<file path="src/hdl/bab_pkg.sv">
// ----------------------------------------------------------------------------
// bab_pkg: shared definitions for the block allocation bitmap
// Command codes, sequencer types, sizing defaults and the bit-search helper.
// ----------------------------------------------------------------------------
`default_nettype none

package bab_pkg;

    // Default map size in blocks
    localparam int unsigned MAX_BLOCKS_DEF = 1024;

    // Map word width (bits per memory word)
    localparam int unsigned WORD_W   = 32;
    localparam int unsigned BIT_SEL_W = 5;

    // Field widths fixed by the interface
    localparam int unsigned CMD_W   = 3;
    localparam int unsigned START_W = 10;
    localparam int unsigned COUNT_W = 11;
    localparam int unsigned BIU_W   = 11;
    localparam int unsigned IN_W    = 24;
    localparam int unsigned OUT_W   = 16;

    // Reset value of the blocks-in-use register
    localparam logic [BIU_W-1:0] BIU_RESET = 11'd1024;

    // Command codes
    localparam logic [CMD_W-1:0] CMD_FIND    = 3'd0;
    localparam logic [CMD_W-1:0] CMD_MARK    = 3'd1;
    localparam logic [CMD_W-1:0] CMD_RELEASE = 3'd2;
    localparam logic [CMD_W-1:0] CMD_CHECK   = 3'd3;
    localparam logic [CMD_W-1:0] CMD_TEST    = 3'd4;

    // Sequencer states
    typedef enum logic [3:0] {
        S_CLEAR = 4'b0001,
        S_IDLE  = 4'b0010,
        S_SCAN  = 4'b0100,
        S_DONE  = 4'b1000
    } t_state;

    // What a scan does with each map word
    typedef enum logic [1:0] {
        MODE_FIND,
        MODE_CHECK,
        MODE_SET,
        MODE_CLR
    } t_mode;

    // Position of the lowest set bit (0 when none is set)
    function automatic logic [BIT_SEL_W-1:0] first_one(input logic [WORD_W-1:0] v);
        logic [BIT_SEL_W-1:0] pos;
        pos = '0;
        for (int i = WORD_W - 1; i >= 0; i--) begin
            if (v[i]) begin
                pos = BIT_SEL_W'(i);
            end
        end
        return pos;
    endfunction

endpackage

`default_nettype wire

</file>
<file path="src/hdl/block_allocation_bitmap.sv">
// An item that needs no map access goes from acceptance straight to the result
//   state; an item that touches map words first reads and evaluates each of them.
// One item at a time: no request is taken until the last result has gone to the
//   output register; find scans up to 32 words (1024 blocks) through the one-word-per-cycle map RAM port.
// Reset: synchronous; the map RAM is then cleared one word a cycle, ceil(MAX_BLOCKS/32)
//   words in all, with no item accepted (config writes still taken).
// ----------------------------------------------------------------------------
// block_allocation_bitmap
// Used/free bitmap allocator: find, mark, release, check-run and test
// commands over a word-organized map RAM with read-modify-write scanning.
// ----------------------------------------------------------------------------
`default_nettype none

module block_allocation_bitmap
    import bab_pkg::*;
#(
    parameter int unsigned MAX_BLOCKS = MAX_BLOCKS_DEF
) (
    input  wire logic               i_clk,
    input  wire logic               i_rst_n,
    // configuration: blocks_in_use
    input  wire logic               i_cfg_valid,
    output logic                    o_cfg_ready,
    input  wire logic [BIU_W-1:0]   i_cfg_data,
    // request stream
    input  wire logic               i_s_tvalid,
    output logic                    o_s_tready,
    input  wire logic [IN_W-1:0]    i_s_tdata,   // cmd[2:0], start_block[12:3], block_count[23:13]
    // result stream
    output logic                    o_m_tvalid,
    input  wire logic               i_m_tready,
    output logic [OUT_W-1:0]        o_m_tdata    // answer_flag[0], block_index[10:1],
                                                 // range_error[11], zero[15:12]
);

    localparam int unsigned WORDS   = (MAX_BLOCKS + WORD_W - 1) / WORD_W;
    localparam int unsigned AW      = (WORDS > 1) ? $clog2(WORDS) : 1;
    localparam int unsigned LIM_W   = $clog2(MAX_BLOCKS + 1);
    localparam int unsigned W       = (LIM_W > 12) ? LIM_W : 12;
    localparam logic [AW-1:0] LAST_WORD = AW'(WORDS - 1);
    localparam logic [W-1:0]  MAX_W     = W'(MAX_BLOCKS);

    // Map RAM
    logic [WORD_W-1:0] r_map [WORDS];
    logic [WORD_W-1:0] r_rd_data;
    logic              mem_we;
    logic [AW-1:0]     mem_waddr;
    logic [WORD_W-1:0] mem_wdata;
    logic              rd_en;

    // Control and working registers
    t_state               r_state, n_state;
    t_mode                r_mode, n_mode;
    logic [BIU_W-1:0]     r_biu, n_biu;
    logic [AW-1:0]        r_clr_addr, n_clr_addr;
    logic [AW-1:0]        r_rd_addr, n_rd_addr;
    logic [AW-1:0]        r_eval_addr, n_eval_addr;
    logic                 r_issue, n_issue;
    logic                 r_eval, n_eval;
    logic [AW-1:0]        r_ws, n_ws;
    logic [AW-1:0]        r_we, n_we;
    logic [BIT_SEL_W-1:0] r_lo_bit, n_lo_bit;
    logic [BIT_SEL_W-1:0] r_hi_bit, n_hi_bit;
    logic                 r_res_flag, n_res_flag;
    logic [START_W-1:0]   r_res_index, n_res_index;
    logic                 r_res_err, n_res_err;
    logic                 r_out_valid, n_out_valid;
    logic [OUT_W-1:0]     r_out_data, n_out_data;

    // Request decode
    logic [CMD_W-1:0]   in_cmd;
    logic [START_W-1:0] in_start_raw;
    logic [W-1:0]       in_start;
    logic [W-1:0]       in_count;
    logic [W-1:0]       limit;
    logic [W-1:0]       run_end;
    logic [W-1:0]       rel_end;
    logic [W-1:0]       scan_end;
    logic [W-1:0]       end_m1;
    logic               bad;
    logic               in_acc;

    assign in_cmd       = i_s_tdata[2:0];
    assign in_start_raw = i_s_tdata[12:3];
    assign in_start     = W'(in_start_raw);
    assign in_count     = W'(i_s_tdata[23:13]);
    assign limit        = (W'(r_biu) > MAX_W) ? MAX_W : W'(r_biu);
    assign bad          = (in_start >= limit);
    assign run_end      = in_start + in_count;
    assign rel_end      = (run_end > limit) ? limit : run_end;

    // End of the scan (one past its last block), per command
    always_comb begin
        case (in_cmd)
            CMD_FIND:    scan_end = limit;
            CMD_RELEASE: scan_end = rel_end;
            CMD_CHECK:   scan_end = run_end;
            default:     scan_end = in_start + W'(1);
        endcase
    end
    assign end_m1 = scan_end - W'(1);

    assign in_acc      = i_s_tvalid && o_s_tready;
    assign o_s_tready  = (r_state == S_IDLE);
    assign o_cfg_ready = 1'b1;
    assign o_m_tvalid  = r_out_valid;
    assign o_m_tdata   = r_out_data;

    // Word evaluation: masks of blocks inside the run
    logic [WORD_W-1:0]    lo_mask, hi_mask, run_mask, free_hits, used_hits;
    logic [BIT_SEL_W-1:0] hit_pos;
    logic                 last_word;

    assign lo_mask   = (r_eval_addr == r_ws) ? ({WORD_W{1'b1}} << r_lo_bit) : {WORD_W{1'b1}};
    assign hi_mask   = (r_eval_addr == r_we)
                     ? ({WORD_W{1'b1}} >> (BIT_SEL_W'(WORD_W - 1) - r_hi_bit))
                     : {WORD_W{1'b1}};
    assign run_mask  = lo_mask & hi_mask;
    assign free_hits = ~r_rd_data & run_mask;
    assign used_hits = r_rd_data & run_mask;
    assign hit_pos   = first_one(free_hits);
    assign last_word = (r_eval_addr == r_we);

    // Sequencer
    always_comb begin
        n_state     = r_state;
        n_mode      = r_mode;
        n_biu       = r_biu;
        n_clr_addr  = r_clr_addr;
        n_rd_addr   = r_rd_addr;
        n_eval_addr = r_eval_addr;
        n_issue     = r_issue;
        n_eval      = 1'b0;
        n_ws        = r_ws;
        n_we        = r_we;
        n_lo_bit    = r_lo_bit;
        n_hi_bit    = r_hi_bit;
        n_res_flag  = r_res_flag;
        n_res_index = r_res_index;
        n_res_err   = r_res_err;
        n_out_valid = r_out_valid && !i_m_tready;
        n_out_data  = r_out_data;
        mem_we      = 1'b0;
        mem_waddr   = r_eval_addr;
        mem_wdata   = r_rd_data;
        rd_en       = 1'b0;

        if (i_cfg_valid) begin
            n_biu = i_cfg_data;
        end

        case (r_state)
            // clearing pass after reset
            S_CLEAR: begin
                mem_we    = 1'b1;
                mem_waddr = r_clr_addr;
                mem_wdata = '0;
                if (r_clr_addr == LAST_WORD) begin
                    n_state = S_IDLE;
                end else begin
                    n_clr_addr = r_clr_addr + AW'(1);
                end
            end

            // take a request, answer at once or set up a scan
            S_IDLE: begin
                if (in_acc) begin
                    n_res_index = in_start_raw;
                    n_res_flag  = 1'b1;
                    n_res_err   = 1'b0;
                    n_ws        = in_start[BIT_SEL_W +: AW];
                    n_lo_bit    = in_start[BIT_SEL_W-1:0];
                    n_we        = end_m1[BIT_SEL_W +: AW];
                    n_hi_bit    = end_m1[BIT_SEL_W-1:0];
                    n_rd_addr   = in_start[BIT_SEL_W +: AW];
                    n_issue     = 1'b1;
                    n_state     = S_SCAN;
                    case (in_cmd)
                        CMD_FIND:    n_mode = MODE_FIND;
                        CMD_MARK:    n_mode = MODE_SET;
                        CMD_RELEASE: n_mode = MODE_CLR;
                        default:     n_mode = MODE_CHECK;
                    endcase
                    if (in_cmd > CMD_TEST) begin
                        n_state = S_DONE;
                    end else if (bad) begin
                        n_res_err  = 1'b1;
                        n_res_flag = (in_cmd == CMD_MARK) || (in_cmd == CMD_RELEASE);
                        n_state    = S_DONE;
                    end else if (in_cmd == CMD_RELEASE && rel_end == in_start) begin
                        n_state = S_DONE;
                    end else if (in_cmd == CMD_CHECK && in_count == '0) begin
                        n_state = S_DONE;
                    end else if (in_cmd == CMD_CHECK && run_end > limit) begin
                        n_res_flag = 1'b0;
                        n_state    = S_DONE;
                    end
                    if (n_state == S_DONE) begin
                        n_issue = 1'b0;
                    end
                end
            end

            // stream reads one word a cycle; evaluate the word read last cycle
            S_SCAN: begin
                if (r_issue) begin
                    rd_en       = 1'b1;
                    n_eval      = 1'b1;
                    n_eval_addr = r_rd_addr;
                    if (r_rd_addr == r_we) begin
                        n_issue = 1'b0;
                    end else begin
                        n_rd_addr = r_rd_addr + AW'(1);
                    end
                end
                if (r_eval) begin
                    case (r_mode)
                        MODE_FIND: begin
                            if (free_hits != '0) begin
                                n_res_flag  = 1'b1;
                                n_res_index = START_W'({r_eval_addr, hit_pos});
                                n_state     = S_DONE;
                            end else if (last_word) begin
                                n_res_flag = 1'b0;
                                n_state    = S_DONE;
                            end
                        end
                        MODE_CHECK: begin
                            if (used_hits != '0) begin
                                n_res_flag = 1'b0;
                                n_state    = S_DONE;
                            end else if (last_word) begin
                                n_state = S_DONE;
                            end
                        end
                        MODE_SET: begin
                            mem_we    = 1'b1;
                            mem_wdata = r_rd_data | run_mask;
                            if (last_word) begin
                                n_state = S_DONE;
                            end
                        end
                        MODE_CLR: begin
                            mem_we    = 1'b1;
                            mem_wdata = r_rd_data & ~run_mask;
                            if (last_word) begin
                                n_state = S_DONE;
                            end
                        end
                        default: begin
                            n_state = S_DONE;
                        end
                    endcase
                    if (n_state == S_DONE) begin
                        n_issue = 1'b0;
                        n_eval  = 1'b0;
                        rd_en   = 1'b0;
                    end
                end
            end

            // hand the result to the output register once it is free
            S_DONE: begin
                if (!r_out_valid || i_m_tready) begin
                    n_out_valid = 1'b1;
                    n_out_data  = {4'b0000, r_res_err, r_res_index, r_res_flag};
                    n_state     = S_IDLE;
                end
            end

            default: begin
                n_state = S_IDLE;
            end
        endcase
    end

    // Control registers
    always_ff @(posedge i_clk) begin
        if (!i_rst_n) begin
            r_state     <= S_CLEAR;
            r_biu       <= BIU_RESET;
            r_clr_addr  <= '0;
            r_issue     <= 1'b0;
            r_eval      <= 1'b0;
            r_out_valid <= 1'b0;
        end else begin
            r_state     <= n_state;
            r_biu       <= n_biu;
            r_clr_addr  <= n_clr_addr;
            r_issue     <= n_issue;
            r_eval      <= n_eval;
            r_out_valid <= n_out_valid;
        end
    end

    // Working registers
    always_ff @(posedge i_clk) begin
        r_mode      <= n_mode;
        r_rd_addr   <= n_rd_addr;
        r_eval_addr <= n_eval_addr;
        r_ws        <= n_ws;
        r_we        <= n_we;
        r_lo_bit    <= n_lo_bit;
        r_hi_bit    <= n_hi_bit;
        r_res_flag  <= n_res_flag;
        r_res_index <= n_res_index;
        r_res_err   <= n_res_err;
        r_out_data  <= n_out_data;
    end

    // Map RAM: one write port, one registered read port
    always_ff @(posedge i_clk) begin
        if (mem_we) begin
            r_map[mem_waddr] <= mem_wdata;
        end
        if (rd_en) begin
            r_rd_data <= r_map[r_rd_addr];
        end
    end

`ifndef SYNTHESIS
    // A write-back never lands on the word being read in the same cycle
    a_no_rw_collision: assert property (@(posedge i_clk) disable iff (!i_rst_n)
        (mem_we && rd_en) |-> (mem_waddr != r_rd_addr))
        else $error("map RAM read and write to the same word");

    // Evaluated data always comes from a read issued the cycle before
    a_eval_follows_read: assert property (@(posedge i_clk) disable iff (!i_rst_n)
        r_eval |-> $past(rd_en))
        else $error("word evaluated without a preceding read");

    // A finished scan leaves no read in flight
    a_done_quiet: assert property (@(posedge i_clk) disable iff (!i_rst_n)
        (r_state == S_DONE) |-> (!r_issue && !r_eval))
        else $error("scan still active after result");

    // No request is taken until the clearing pass has finished
    a_clear_blocks_input: assert property (@(posedge i_clk) disable iff (!i_rst_n)
        (r_state == S_CLEAR) |=> !($past(in_acc)))
        else $error("request accepted during clearing pass");
`endif

endmodule

`default_nettype wire
</file>
<file path="config.mk">
export PLATFORM = sky130hd
export DESIGN_NAME = block_allocation_bitmap
export DESIGN_NICKNAME = d
export VERILOG_FILES = /design/src/hdl/bab_pkg.sv /design/src/hdl/block_allocation_bitmap.sv
export SDC_FILE = /design/constraint.sdc
export NUM_CORES = 1
export LEC_CHECK = 0
export BUFFER_PORTS_ARGS = -buffer_cell sky130_fd_sc_hd__buf_2
export CAP_MARGIN = 5
export CORE_ASPECT_RATIO = 1.2
export CORE_MARGIN = 8
export CORE_UTILIZATION = 55
export DETAILED_ROUTE_END_ITERATION = 10
export GPL_ROUTABILITY_DRIVEN = 0
export GPL_TIMING_DRIVEN = 0
export MAX_ROUTING_LAYER = met4
export PLACE_DENSITY = 0.71
export SYNTH_ARGS = -nofsm -noshare
export SYNTH_HDL_FRONTEND = slang
export SYNTH_SLANG_ARGS = --single-unit
</file>
<file path="constraint.sdc">
create_clock -name i_clk -period 6.33 [get_ports i_clk]
set_input_delay 1.266 -clock i_clk [delete_from_list [all_inputs] [get_ports i_clk]]
set_output_delay 1.266 -clock i_clk [all_outputs]
set_load 0.03 [all_outputs]
</file>
==> summary.md <==
| Metric | Value |
|---|---|
| Root buffer cell | `clkbuf_16` |
| Post-synth cell types | `93` |
| CP endpoint kind | `register` |
| Synth area leader | `edfxtp_1` |
| CTS sink cnt | `1,135` |
| Maxcap violations | `0` |
| Hold Worst Slack | `0.421 ns` |
| DR vias/cell | `6.84` |
| Layout cells sized above 1 | `25.7%` |
| Arrival @ worst endpoint | `6.45 ns` |
| WP buf/inv | `3` |
| Synth Flop Type | `edfxtp_1` |
| Hold EP | `o_m_tdata[10]$_DFFE_PP_` |
| Final Hold Viols | `0` |
| Total GRT Usage | `26.9%` |
| Critical path launch point type | `input port` |
| RSZ-0062 raised after global routing | `no` |
| Effective utilization at floorplan | `55.4%` |
| Post-synth EDFFs | `1,112` |
| First-pass GRT wire length | `185 mm` |
| I/O Buffers | `51` |
| Headroom to the max-slew limit | `10.8%` |
| Final WL | `128 mm` |
| DIE WIDTH | `285 µm` |
| Ranking of synthesized cells by area | `edfxtp_1 (70%), mux4_2 (15%), nor2_1 (1.2%)` |
| Slowest-stage cell, CP | `or4b_2` |
| RR Endpoint | `r_we[3]$_DFFE_PP_` |
| Worst skew pair latency | `0.69 ns` |
| Die Height | `339 µm` |
| Flops & latches, synth | `1,135` |
| Die Area | `96,400 µm²` |
| Slew Viols, Final | `0` |
| Slew @ Worst Pin | `1.34 ns` |
| Via count | `27,300` |
| Synthesized area | `47,700 µm²` |
| Worst hold start | `r_res_index[9]$_DFFE_PP_` |
| YS warnings | `0` |
| Met1 Usage GRT | `33.7%` |
| Post-route ant nets | `0` |
| Tot Pwr | `17.0 mW` |
| Failing checks | `design-rule violations` |
| CP max FO | `10` |
| Final TNS setup | `0 ns` |
| Area Growth Syn to Fin | `14.3%` |
| Routing usage on met2 | `42.6%` |
| R2R setup slack | `1.36 ns` |
| IO Count | `59` |
| Mean area per synthesized cell | `18.8 µm²` |
| WS Path Type | `in2reg` |
| Crit path cell chain | `buf_2 > ha_1 > fa_1 > a211oi_2 > nor4b_1 > or4b_2 > ha_1 > a211oi_1 > nand2_1 > o21ai_1 > a21o_1 > clkbuf_1 > a21oi_1 > a311o_1 > inv_1 > ha_1 > nor3b_1 > nand3_1 > xor2_1` |
| Status | `finished with violations` |
| Vias in the first global route | `27,300` |
| Largest net degree at the start of global routing | `33` |
| Top-area cell type share of the netlist area | `70.0%` |
| Final #Nets | `2,847` |
| Synth Instances | `2,537` |
| Sequential area share after synthesis | `71.0%` |
| Fin crit share | `95.5%` |
| Reg clk slew, reported paths | `0.06 ns` |
| Fin util | `63.4%` |
| Worst R2R Start | `r_biu[10]$_SDFFE_PN1P_` |
| # rows | `118` |
| Met3 Use GR | `5.03%` |
| Highest clock rate | `165 MHz` |
| Drt first pass iters | `11` |
| Async S/R FF share, synth | `0%` |
| Maximum vdd drop | `245 µV` |
| Min-delay worst type | `reg2reg` |
| TritonCTS clock tree | `yes` |
| Worst Reg-to-Reg Cells | `18` |
| H-tree depth | `3` |
| Final clock skew | `0.0303 ns` |
| CP most frequent cell | `ha_1` |
| Delay of the slowest critical-path stage | `0.79 ns` |
| Hold path depth | `0` |
| Total CTS buffers | `104` |
| Required time of the critical path | `6.74 ns` |
| Grt ovf | `0` |
| Final setup viols | `0` |
| # DRC | `3` |
| CP top delay family | `simple AND/OR/NAND/NOR gates` |
| Routed wire length per instance | `32.1 µm` |
| Power density cells | `313 nW/µm²` |
| 1st-iter DRT viols | `4,508` |
| Gr busiest metal | `met2` |
| DP HPWL | `84.7 mm` |
| Leak | `17.6 nW` |
| Initial antenna violation count | `2` |
| Core Area | `86,100 µm²` |
| Clock tree buffer depth | `3` |
| Fin crit period | `6.04 ns` |
-- cell usage in the layout (no fill, tap or decap), types with 14 or more instances in the layout --
cell,instances
a21oi_1,44
and2_1,14
and3_1,14
buf_1,34
buf_12,26
buf_2,54
buf_8,31
clkbuf_1,107
clkbuf_16,104
clkinv_1,27
clkinv_2,22
dfxtp_1,23
edfxtp_1,1112
ha_1,36
inv_1,51
mux2_2,34
mux2i_1,16
mux4_2,320
nand2_1,90
nand3_1,28
nor2_1,119
nor2_4,32
nor2b_1,14
nor3_1,15
o211ai_1,18
o21ai_0,69
o21ai_2,29
o22ai_1,30
xnor2_1,23
xor2_1,26
-- timing repair --
item	in CTS	in global routing
hold buffers	0	0
endpoints found under the hold margin	0	0
resized for setup	0	3
setup endpoints to repair	0	6
setup buffers	0	0
-- logic make-up (layout without fill, tap and decap cells) --
group	Yosys count	in the layout	synth area share (%)
compound gates	340	340	4.93
xor+xnor	53	53	1.08
flops	1135	1135	71.0
other cells	2	6	0.0157
simple gates	409	409	4.19
buf+inv	191	507	1.58
mux	370	370	16.2
fa+ha+maj	37	37	0.986
-- how the worst max path moves through the flow --
stage | from | end | slack (ns) | cells after the start
6_report | i_s_tdata[3] | r_we[3]$_DFFE_PP_ | 0.29 | 19
5_1_grt | i_s_tdata[3] | r_we[3]$_DFFE_PP_ | 0.01 | 19
4_1_cts | i_s_tdata[3] | r_we[3]$_DFFE_PP_ | 0.19 | 19
3_5_place_dp | i_s_tdata[3] | r_we[3]$_DFFE_PP_ | -0.53 | 19
3_3_place_gp | i_s_tdata[3] | r_we[3]$_DFFE_PP_ | -0.35 | 19
2_1_floorplan | i_s_tdata[3] | r_we[3]$_DFFE_PP_ | 0.57 | 18
-- cell usage after synthesis, drive strengths merged, types with 7 or more instances --
library cell     n
a21oi           45
buf             44
o221ai          14
o31ai           13
nor2b           14
nor2           151
dfxtp           23
nand2           90
and2            16
xor2            26
a21o             8
mux2            34
o21a            11
mux2i           16
or3              8
a211oi          15
xnor2           24
or2              7
and3            14
nand3           29
o2111ai          9
ha              36
a31oi           10
o22ai           31
mux4           320
a221o            7
o211ai          18
clkbuf          94
nor3            15
nand2b          11
inv             51
o21ai           99
nand4           13
edfxtp        1112
nor4            14
-- stage by stage --
step | worst slack (ns) | instance area (µm²) | cells
6_report | 0.288 | 54500 | 3997
4_1_cts | 0.186 | 54500 | 3993
3_3_place_gp | -0.350 | 49400 | 3731
5_1_grt | 0.0133 | 54500 | 3997
3_5_place_dp | -0.529 | 51100 | 3801
2_1_floorplan | 0.571 | 47700 | 2540
-- registers in the layout (all words and copies together), names as in the netlist --
register / flops
r_eval: 1
r_mode: 2
r_we: 5
r_map: 1024
r_ws: 5
r_res_err: 1
r_biu: 11
r_lo_bit: 5
r_issue: 1
o_m_tvalid: 1
r_rd_data: 32
r_eval_addr: 5
r_hi_bit: 5
r_clr_addr: 5
o_m_tdata: 12
r_res_flag: 1
r_rd_addr: 5
r_state: 4
r_res_index: 10
-- where the power goes --
part	internal, mW	switching (mW)
clock network	3.55	2.73
logic	0.604	1.23
registers	8.85	0.0842
-- metal layers --
metal | vias to the layer above | wire length (µm) | share of wire [%]
met1 | 14000 | 45800 | 36
met2 | 1977 | 62200 | 48
met4 | 0 | 7460 | 5.8
met5 | - | 0 | 0
li1 | 11000 | - | -
met3 | 458 | 13000 | 10
-- worst reg2reg max path: cells and delay by family, from the launching register on --
family,cells,cell delay (ns)
adders and majority gates,2,0.46
xor gates and xnor gates,1,0.17
and+or+nand+nor,3,0.79
AOI/OAI and AO/OA,7,1.50
buffers and inverters,5,1.45
DFF,1,0.31
-- cell type report --
class	instances	area, µm²
antenna	1	2.50
buffer	138	557
clock buffer	119	2670
clock inverter	73	707
fill	5659	31500
inverter	53	199
multi-input combinational	1214	13500
sequential	1135	33900
tap	1140	1430
timing repair buffer	124	1630
Power figures use the tool's default switching activity.
